`config.mk`:
```
export PLATFORM = sky130hd
export DESIGN_NAME = yuyv_to_bgr_decimating_core
export DESIGN_NICKNAME = d
export VERILOG_FILES = /design/src/rtl/ybd_pkg.sv /design/src/rtl/yuyv_to_bgr_decimating_core.sv /design/src/rtl/ybd_lane.sv /design/src/rtl/ybd_merge.sv
export VERILOG_INCLUDE_DIRS = /design/src /design/src/rtl
export SDC_FILE = /design/constraint.sdc
export NUM_CORES = 1
export LEC_CHECK = 0
export ABC_AREA = 0
export ABC_CLOCK_PERIOD_IN_PS = 7200
export BUFFER_PORTS_ARGS = -buffer_cell sky130_fd_sc_hd__buf_4
export CAP_MARGIN = 20
export CORE_UTILIZATION = 59
export DETAILED_ROUTE_END_ITERATION = 7
export PLACE_DENSITY = 0.87
export SETUP_SLACK_MARGIN = 0.15
export SYNTH_ARGS = -nofsm -noshare
export SYNTH_HDL_FRONTEND = slang
export SYNTH_HIERARCHICAL = 1
export SYNTH_SLANG_ARGS = --single-unit
```
`constraint.sdc`:
```
create_clock -name clk_i -period 7.2 [get_ports clk_i]
set_clock_uncertainty 0.1 [all_clocks]
set_input_delay 1.44 -clock clk_i [delete_from_list [all_inputs] [get_ports clk_i]]
set_output_delay 1.44 -clock clk_i [all_outputs]
set_load 0.03 [all_outputs]
```
`src/rtl/yuyv_to_bgr_decimating_core_assert.svh`:
```
// ----------------------------------------------------------------------------
// YUYV to BGR core assertion macros
// Clocked property shorthands for the core's checks, sampled on clk_i and
// disabled while rst_ni is low.
// ----------------------------------------------------------------------------
`ifndef YUYV_TO_BGR_DECIMATING_CORE_ASSERT_SVH
`define YUYV_TO_BGR_DECIMATING_CORE_ASSERT_SVH

// Same-cycle implication.
`define YBD_ASSERT_IMP(label, ante, cons) \
  label: assert property (@(posedge clk_i) disable iff (!rst_ni) (ante) |-> (cons)) \
    else $error("same-cycle check failed");

// Next-cycle implication.
`define YBD_ASSERT_NEXT(label, ante, cons) \
  label: assert property (@(posedge clk_i) disable iff (!rst_ni) (ante) |=> (cons)) \
    else $error("next-cycle check failed");

`endif

```
`src/rtl/ybd_pkg.sv`:
```
// ----------------------------------------------------------------------------
// YUYV to BGR package
// Shared constants, register indexes and types of the converter core.
// ----------------------------------------------------------------------------
package ybd_pkg;

  localparam int DEF_MAX_WIDTH  = 4096;
  localparam int DEF_MAX_HEIGHT = 4096;

  localparam int CFG_W  = 13;
  localparam int LOG2_W = 3;
  localparam int SUM_W  = 19;

  localparam logic [CFG_W-1:0]  RST_FRAME_WIDTH  = 13'd1920;
  localparam logic [CFG_W-1:0]  RST_FRAME_HEIGHT = 13'd1080;
  localparam logic [LOG2_W-1:0] RST_RESIZE_LOG2  = 3'd0;
  localparam logic [LOG2_W-1:0] MAX_RESIZE_LOG2  = 3'd4;

  // BT.601 integer coefficients
  localparam logic signed [SUM_W-1:0] K_Y   = 19'sd298;
  localparam logic signed [SUM_W-1:0] K_RV  = 19'sd409;
  localparam logic signed [SUM_W-1:0] K_BU  = 19'sd516;
  localparam logic signed [SUM_W-1:0] K_GU  = 19'sd100;
  localparam logic signed [SUM_W-1:0] K_GV  = 19'sd208;
  localparam logic signed [SUM_W-1:0] K_RND = 19'sd128;
  localparam logic signed [9:0] Y_OFS = 10'sd16;
  localparam logic signed [9:0] C_OFS = 10'sd128;

  typedef enum logic [1:0] {
    REG_FRAME_WIDTH  = 2'd0,
    REG_FRAME_HEIGHT = 2'd1,
    REG_RESIZE_LOG2  = 2'd2,
    REG_SWAP_RB      = 2'd3
  } ybd_reg_e;

  // Per-word control carried alongside the payload
  typedef struct packed {
    logic pair;        // word yields two pixels
    logic last_frame;  // word holds the final pixel of the output frame
  } ybd_ctrl_t;

  // Unclamped, unshifted channel sums of one pixel
  typedef struct packed {
    logic [SUM_W-1:0] r;
    logic [SUM_W-1:0] g;
    logic [SUM_W-1:0] b;
  } ybd_sums_t;

endpackage

```
`src/rtl/yuyv_to_bgr_decimating_core.sv`:
```
// ----------------------------------------------------------------------------
// YUYV to BGR decimating converter core
// Converts packed 4:2:2 words to 8-bit BGR pixels with optional 2^k downscale.
// ----------------------------------------------------------------------------
// Usage:
//   Feed raster-order YUYV words on the s_axis channel, one word per handshake.
//   Pixels leave on m_axis, one per output handshake; tlast marks the last pixel
//   a word produced, tuser the last pixel of the output frame. Write registers
//   through the cfg channel only while the core is idle; cfg_ready_o is high.
//   A word passes the input stage at acceptance, then the lane sums, then the
//   output register; at factor 1 the second pixel of the word follows the
//   first. Throughput: at factor 1 the single output register emits one pixel
//   per cycle, and a new word enters only after both pixels of the last one;
//   with decimation, and for words that yield no pixel, one word per cycle.
//   Both rates hold only while m_axis_tready is high.
//   Two conversion lanes work on the two lumas of a word in parallel; the
//   merge stage clamps their sums and serializes the pixels.
//   Reset clears the column and row counters and restores the registers to
//   1920 x 1080, factor 1, blue-green-red order. No clearing pass is needed.
//   A stalled receiver holds the output word; the lane stage and the input
//   stage then fill and s_axis_tready drops.
// ----------------------------------------------------------------------------
module yuyv_to_bgr_decimating_core import ybd_pkg::*; #(
  parameter int MAX_WIDTH  = DEF_MAX_WIDTH,
  parameter int MAX_HEIGHT = DEF_MAX_HEIGHT
) (
  input  logic        clk_i,
  input  logic        rst_ni,
  input  logic        cfg_valid_i,
  output logic        cfg_ready_o,
  input  logic [1:0]  cfg_index_i,
  input  logic [12:0] cfg_data_i,
  input  logic        s_axis_tvalid,
  output logic        s_axis_tready,
  input  logic [31:0] s_axis_tdata,   // luma_first, chroma_u, luma_second, chroma_v
  output logic        m_axis_tvalid,
  input  logic        m_axis_tready,
  output logic [23:0] m_axis_tdata,   // channel_first, channel_green, channel_third
  output logic        m_axis_tlast,   // end_of_run
  output logic        m_axis_tuser    // end_of_frame
);

  `include "yuyv_to_bgr_decimating_core_assert.svh"

  // Counter and size widths follow the largest frame
  localparam int W_W   = $clog2(MAX_WIDTH + 1);
  localparam int H_W   = $clog2(MAX_HEIGHT + 1);
  localparam int COL_W = (MAX_WIDTH > 3) ? $clog2(MAX_WIDTH / 2) : 1;
  localparam int ROW_W = (MAX_HEIGHT > 1) ? $clog2(MAX_HEIGHT) : 1;

  // Configuration registers
  logic [CFG_W-1:0]  frame_width_q, frame_height_q;
  logic [LOG2_W-1:0] resize_q;
  logic              swap_q;

  // Position counters
  logic [COL_W-1:0] col_q, col_d;
  logic [ROW_W-1:0] row_q, row_d;

  // Input stage
  logic       s1_valid_q, s1_valid_d;
  ybd_ctrl_t  s1_ctrl_q, s1_ctrl_d;
  logic [31:0] s1_data_q;

  logic       accept, s2_load;
  ybd_sums_t  lane0_sums, lane1_sums;

  logic [W_W-1:0]    w, wpr, out_cols, colx, ocol, col_inc, col_mask;
  logic [H_W-1:0]    h, out_rows, rowx, orow, row_inc, row_mask;
  logic [LOG2_W-1:0] k, km1;
  logic              active, emit, last;

  assign cfg_ready_o = 1'b1;

  always_ff @(posedge clk_i or negedge rst_ni) begin
    if (!rst_ni) begin
      frame_width_q  <= RST_FRAME_WIDTH;
      frame_height_q <= RST_FRAME_HEIGHT;
      resize_q       <= RST_RESIZE_LOG2;
      swap_q         <= 1'b0;
    end else if (cfg_valid_i) begin
      case (ybd_reg_e'(cfg_index_i))
        REG_FRAME_WIDTH:  frame_width_q  <= cfg_data_i;
        REG_FRAME_HEIGHT: frame_height_q <= cfg_data_i;
        REG_RESIZE_LOG2:  resize_q       <= cfg_data_i[LOG2_W-1:0];
        REG_SWAP_RB:      swap_q         <= cfg_data_i[0];
        default: ;
      endcase
    end
  end

  // Word classification at the current position
  always_comb begin
    // saturate the frame size and the factor
    w = (32'(frame_width_q) > MAX_WIDTH) ? W_W'(MAX_WIDTH) : W_W'(frame_width_q);
    h = (32'(frame_height_q) > MAX_HEIGHT) ? H_W'(MAX_HEIGHT) : H_W'(frame_height_q);
    k = (resize_q > MAX_RESIZE_LOG2) ? MAX_RESIZE_LOG2 : resize_q;
    km1 = k - LOG2_W'(1);

    wpr      = w >> 1;
    out_cols = w >> k;
    out_rows = h >> k;
    colx     = W_W'(col_q);
    rowx     = H_W'(row_q);
    ocol     = colx >> km1;
    orow     = rowx >> k;
    col_mask = (W_W'(1) << km1) - W_W'(1);
    row_mask = (H_W'(1) << k) - H_W'(1);

    active = (colx < wpr) && (rowx < h) && (out_rows != '0) && (out_cols != '0);
    if (k == '0) begin
      emit = active;
      last = (rowx == h - H_W'(1)) && (colx == wpr - W_W'(1));
    end else begin
      // keep the first row of each block and every (F/2)-th word in it
      emit = active && ((rowx & row_mask) == '0) && (orow < out_rows) &&
             ((colx & col_mask) == '0) && (ocol < out_cols);
      last = (orow == out_rows - H_W'(1)) && (ocol == out_cols - W_W'(1));
    end

    // advance the raster position, wrap at row and frame end
    col_inc = colx + W_W'(1);
    row_inc = rowx + H_W'(1);
    col_d   = col_q;
    row_d   = row_q;
    if (accept) begin
      if (col_inc >= wpr) begin
        col_d = '0;
        row_d = (row_inc >= h) ? '0 : ROW_W'(row_inc);
      end else begin
        col_d = COL_W'(col_inc);
      end
    end

    s1_ctrl_d.pair       = (k == '0);
    s1_ctrl_d.last_frame = last;
  end

  // Take a word whenever the input stage is empty or moving on
  assign s_axis_tready = !s1_valid_q || s2_load;
  assign accept        = s_axis_tvalid && s_axis_tready;

  always_comb begin
    s1_valid_d = s1_valid_q;
    if (accept) begin
      // drop words that yield no pixel here
      s1_valid_d = emit;
    end else if (s2_load) begin
      s1_valid_d = 1'b0;
    end
  end

  always_ff @(posedge clk_i or negedge rst_ni) begin
    if (!rst_ni) begin
      col_q      <= '0;
      row_q      <= '0;
      s1_valid_q <= 1'b0;
    end else begin
      col_q      <= col_d;
      row_q      <= row_d;
      s1_valid_q <= s1_valid_d;
    end
  end

  always_ff @(posedge clk_i) begin
    if (accept) begin
      s1_data_q <= s_axis_tdata;
      s1_ctrl_q <= s1_ctrl_d;
    end
  end

  ybd_lane u_lane0 (
    .clk_i      (clk_i),
    .load_i     (s2_load),
    .luma_i     (s1_data_q[7:0]),
    .chroma_u_i (s1_data_q[15:8]),
    .chroma_v_i (s1_data_q[31:24]),
    .sums_o     (lane0_sums)
  );

  ybd_lane u_lane1 (
    .clk_i      (clk_i),
    .load_i     (s2_load),
    .luma_i     (s1_data_q[23:16]),
    .chroma_u_i (s1_data_q[15:8]),
    .chroma_v_i (s1_data_q[31:24]),
    .sums_o     (lane1_sums)
  );

  ybd_merge u_merge (
    .clk_i         (clk_i),
    .rst_ni        (rst_ni),
    .word_valid_i  (s1_valid_q),
    .word_ctrl_i   (s1_ctrl_q),
    .lane0_i       (lane0_sums),
    .lane1_i       (lane1_sums),
    .swap_i        (swap_q),
    .load_o        (s2_load),
    .m_axis_tvalid (m_axis_tvalid),
    .m_axis_tready (m_axis_tready),
    .m_axis_tdata  (m_axis_tdata),
    .m_axis_tlast  (m_axis_tlast),
    .m_axis_tuser  (m_axis_tuser)
  );

  // Frame end only on the last pixel of a word
  `YBD_ASSERT_IMP(a_eof_is_last, m_axis_tvalid && m_axis_tuser, m_axis_tlast)
  // A waiting word in the input stage is never lost or overwritten
  `YBD_ASSERT_NEXT(a_s1_hold, s1_valid_q && !s2_load, s1_valid_q && $stable(s1_data_q))
  // Column counter stays inside the widest row
  `YBD_ASSERT_IMP(a_col_range, 1'b1, 32'(col_q) < ((MAX_WIDTH > 3) ? MAX_WIDTH / 2 : 2))

endmodule

```
`src/rtl/ybd_lane.sv`:
```
// ----------------------------------------------------------------------------
// YUYV to BGR conversion lane
// Forms the three BT.601 channel sums of one pixel and registers them.
// ----------------------------------------------------------------------------
module ybd_lane import ybd_pkg::*; (
  input  logic            clk_i,
  input  logic            load_i,
  input  logic [7:0]      luma_i,
  input  logic [7:0]      chroma_u_i,
  input  logic [7:0]      chroma_v_i,
  output ybd_sums_t       sums_o
);

  logic signed [9:0]       c, d, e;
  logic signed [SUM_W-1:0] cx, dx, ex, yterm;
  ybd_sums_t               sums_d, sums_q;

  always_comb begin
    c     = $signed({2'b00, luma_i}) - Y_OFS;
    d     = $signed({2'b00, chroma_u_i}) - C_OFS;
    e     = $signed({2'b00, chroma_v_i}) - C_OFS;
    cx    = SUM_W'(c);
    dx    = SUM_W'(d);
    ex    = SUM_W'(e);
    yterm = cx * K_Y + K_RND;
    sums_d.r = yterm + ex * K_RV;
    sums_d.g = yterm - dx * K_GU - ex * K_GV;
    sums_d.b = yterm + dx * K_BU;
  end

  // hold unless a new word enters the lane
  always_ff @(posedge clk_i) begin
    if (load_i) begin
      sums_q <= sums_d;
    end
  end

  assign sums_o = sums_q;

endmodule

```
`src/rtl/ybd_merge.sv`:
```
// ----------------------------------------------------------------------------
// YUYV to BGR merge stage
// Clamps the lane sums, orders the channels and serializes the pixels of a
// word into the output register.
// ----------------------------------------------------------------------------
module ybd_merge import ybd_pkg::*; (
  input  logic        clk_i,
  input  logic        rst_ni,
  input  logic        word_valid_i,
  input  ybd_ctrl_t   word_ctrl_i,
  input  ybd_sums_t   lane0_i,
  input  ybd_sums_t   lane1_i,
  input  logic        swap_i,
  output logic        load_o,
  output logic        m_axis_tvalid,
  input  logic        m_axis_tready,
  output logic [23:0] m_axis_tdata,   // channel_first, channel_green, channel_third
  output logic        m_axis_tlast,   // end_of_run
  output logic        m_axis_tuser    // end_of_frame
);

  function automatic logic [7:0] clamp8(input logic [SUM_W-1:0] sum);
    logic [7:0] res;
    if (sum[SUM_W-1]) begin
      res = 8'd0;
    end else if (|sum[SUM_W-2:16]) begin
      res = 8'd255;
    end else begin
      res = sum[15:8];
    end
    return res;
  endfunction

  logic      busy_q, busy_d;
  logic      sel_q, sel_d;
  ybd_ctrl_t ctrl_q;
  logic      ov_q, ov_d;
  logic      out_load, final_pix, busy_free;
  ybd_sums_t pick;
  logic [7:0] r8, g8, b8;
  logic [23:0] data_q;
  logic        last_q, eof_q;

  always_comb begin
    final_pix = !ctrl_q.pair || sel_q;
    out_load  = busy_q && (!ov_q || m_axis_tready);
    busy_free = !busy_q || (out_load && final_pix);
    load_o    = word_valid_i && busy_free;

    busy_d = busy_q;
    sel_d  = sel_q;
    if (load_o) begin
      busy_d = 1'b1;
      sel_d  = 1'b0;
    end else if (out_load) begin
      if (final_pix) begin
        busy_d = 1'b0;
      end else begin
        sel_d = 1'b1;
      end
    end

    ov_d = ov_q;
    if (out_load) begin
      ov_d = 1'b1;
    end else if (m_axis_tready) begin
      ov_d = 1'b0;
    end

    pick = sel_q ? lane1_i : lane0_i;
    r8   = clamp8(pick.r);
    g8   = clamp8(pick.g);
    b8   = clamp8(pick.b);
  end

  always_ff @(posedge clk_i or negedge rst_ni) begin
    if (!rst_ni) begin
      busy_q <= 1'b0;
      sel_q  <= 1'b0;
      ov_q   <= 1'b0;
    end else begin
      busy_q <= busy_d;
      sel_q  <= sel_d;
      ov_q   <= ov_d;
    end
  end

  always_ff @(posedge clk_i) begin
    if (load_o) begin
      ctrl_q <= word_ctrl_i;
    end
    if (out_load) begin
      data_q <= swap_i ? {b8, g8, r8} : {r8, g8, b8};
      last_q <= final_pix;
      eof_q  <= final_pix && ctrl_q.last_frame;
    end
  end

  assign m_axis_tvalid = ov_q;
  assign m_axis_tdata  = data_q;
  assign m_axis_tlast  = last_q;
  assign m_axis_tuser  = eof_q;

endmodule
```
==> results by group <==
Critical path
  – Crit path largest cell delay: 530 ps
  – Crit path depth: 32
  – Reg-to-reg endpoint: u_lane1/sums_o[56]$_DFFE_PP_
  – Worst r2r src: s1_data_q[20]$_DFFE_PP_
  – Worst path slowest cell: fa_1
  – Cell mode on critical path: inv_1
  – Worst path arrival time: 7320 ps
  – R2R cell count: 32
  – CP Capture Type: flop
  – Reg-to-reg setup timing slack: 20 ps
  – CP Launch Type: flop
  – Worst EP required: 7340 ps
  – Setup Crit Path Kind: flop to flop
  – Crit path max fanout: 4
  – Top cell family by delay on the critical path: adder cells
  – Buf/Inv on CP: 8

Placement
  – Port bufs: 79
  – DP HPWL: 56,000 microns
  – RD Place Congestion: 0.952

Die
  – Die Y: 214 microns
  – Die width: 214 microns
  – Die Area: 0.0457 sq mm
  – Core area: 0.0442 sq mm
  – Starting density of the core: 59.9%
  – Cell Rows: 77
  – Ports: 81

Logic synthesis
  – Synthesized Nets: 3,507
  – Mapped Cells: 2,846
  – Avg Inst Size Synth: 9.30 sq um
  – Post-Syn Area: 0.0265 sq mm
  – YS warnings: 6

Global routing
  – Grt ovf: 0
  – All-Layer GR Usage: 32.2%
  – Initial antenna violation count: 0
  – Largest net degree at the start of global routing: 69
  – First-pass GRT wire length: 113,000 microns
  – Vias in the first global route: 21,800

Timing
  – Fmax: 139 MHz
  – Slew @ Worst Pin: 1020 ps
  – Final period utilization: 99.8%
  – Worst hold margin: 323 ps
  – Minimum clock period: 7180 ps
  – # setup viols final: 0
  – Fin. Hold Viols: 0
  – Pins Over Slew Limit: 0
  – RSZ-0062 raised after global routing: true
  – Worst slew margin: 31.5%

Clocking
  – Clk_lat worst skew: 500 ps
  – CTS tree: yes
  – Buffer depth of the longest clock path: 2
  – Clk root buf: clkbuf_16
  – Total CTS buffers: 17
  – H-tree depth: 4
  – Hold_buf cts: 0
  – CTS Sinks: 185
  – Clock transition at path regs: 70 ps

Final layout
  – Commonest non-fill, non-tap cell in the layout: ha_1
  – Commonest cells after routing, fill and taps aside: ha_1 (452), inv_1 (413), nand2_1 (175)
  – Layout cell share with drive strength beyond 1: 15.1%
  – Antenna diodes: 0
  – Net count, final: 3,606
  – Area delta synth->final: 10.9%

Min path
  – WHS Path Cells: 0
  – Hold WC Path Type: flop to flop
  – Min-delay src: s1_ctrl_q[0]$_DFFE_PP_
  – Worst Hold End: u_merge/ctrl_q[0]$_DFFE_PP_

Routing
  – Routed len/inst: 20.9 microns
  – Detailed-route wire length: 74,400 microns
  – Vias per std cell: 6.24
  – Antenna-violating nets left: 0
  – Vias: 22,100
  – Remaining DRCs: 0
  – Pre-antenna DRT Iters: 6
  – Initial DRC count: 2,209

Status
  – Status: completed

Flow run
  – Max_cap viols: 0
## what timing repair did
action	CTS	global route
setup buffers	8	27
endpoints found under the setup margin	9	17
pin swaps	7	62
gates cloned	0	0
gates resized for setup	27	88
## flip-flops by register name, summed over array words and instances, names as in the netlist, 3 cells and up
name and cells:
u_lane1/sums_o 33, row_q 12, u_merge/m_axis_tdata 24, u_lane0/sums_o 33
s1_data_q 32, resize_q 3, frame_height_q 13, col_q 11
frame_width_q 13
## worst register-to-register path, delay by kind of cell, from the launching register on
kind                       cells  cell delay (ps)
AOI/OAI and AO/OA              7             1150
xor gates and xnor gates       4              740
adders and majority gates      9             2940
buffers and inverters          8              950
DFF                            1              420
and+or+nand+nor                4              620
## metrics by stage
stage               setup slack (ps)  util, %  std cells  area [sq um]  TNS, ps
global route                    -206     66.4       3550         29400     -423
CTS                              137     64.8       3521         28700        0
finish                          15.3     66.4       3550         29400        0
global placement                54.1     63.0       3481         27800        0
floorplan                       24.6        -       2846         26500        0
detailed placement              -157     63.0       3481         27800     -435
## worst max path at each step
stage	from	endpoint	slack, ps
final	s1_data_q[20]$_DFFE_PP_	u_lane1/sums_o[56]$_DFFE_PP_	20
after global routing	s1_data_q[20]$_DFFE_PP_	u_lane1/sums_o[56]$_DFFE_PP_	-210
after detailed placement	s1_data_q[20]$_DFFE_PP_	u_lane1/sums_o[56]$_DFFE_PP_	-160
after CTS	s1_data_q[21]$_DFFE_PP_	u_lane1/sums_o[56]$_DFFE_PP_	140
after floorplan	s1_data_q[20]$_DFFE_PP_	u_lane1/sums_o[56]$_DFFE_PP_	20
after global placement	s1_data_q[20]$_DFFE_PP_	u_lane1/sums_o[56]$_DFFE_PP_	50
## layer usage
layer	global-route usage, %	routed length, microns	vias to the layer above
met5	0	0	-
met4	13.7	3200	0
met3	6.15	6190	236
met2	52.9	34700	1017
met1	41.5	30300	10700
li1	-	-	10100
## final cells by class
cell class | instances | area (sq um)
multi-input cells | 2144 | 19800
fillers | 3223 | 14900
flip-flops and latches | 185 | 5280
inverters | 425 | 1600
repair buffers | 172 | 1320
well taps | 592 | 741
clock buffers | 20 | 458
clock inverters | 12 | 123
Power is left out: the tool's default activity adds up to more than one toggle a clock period on the data nets, which glitch-free logic cannot reach.
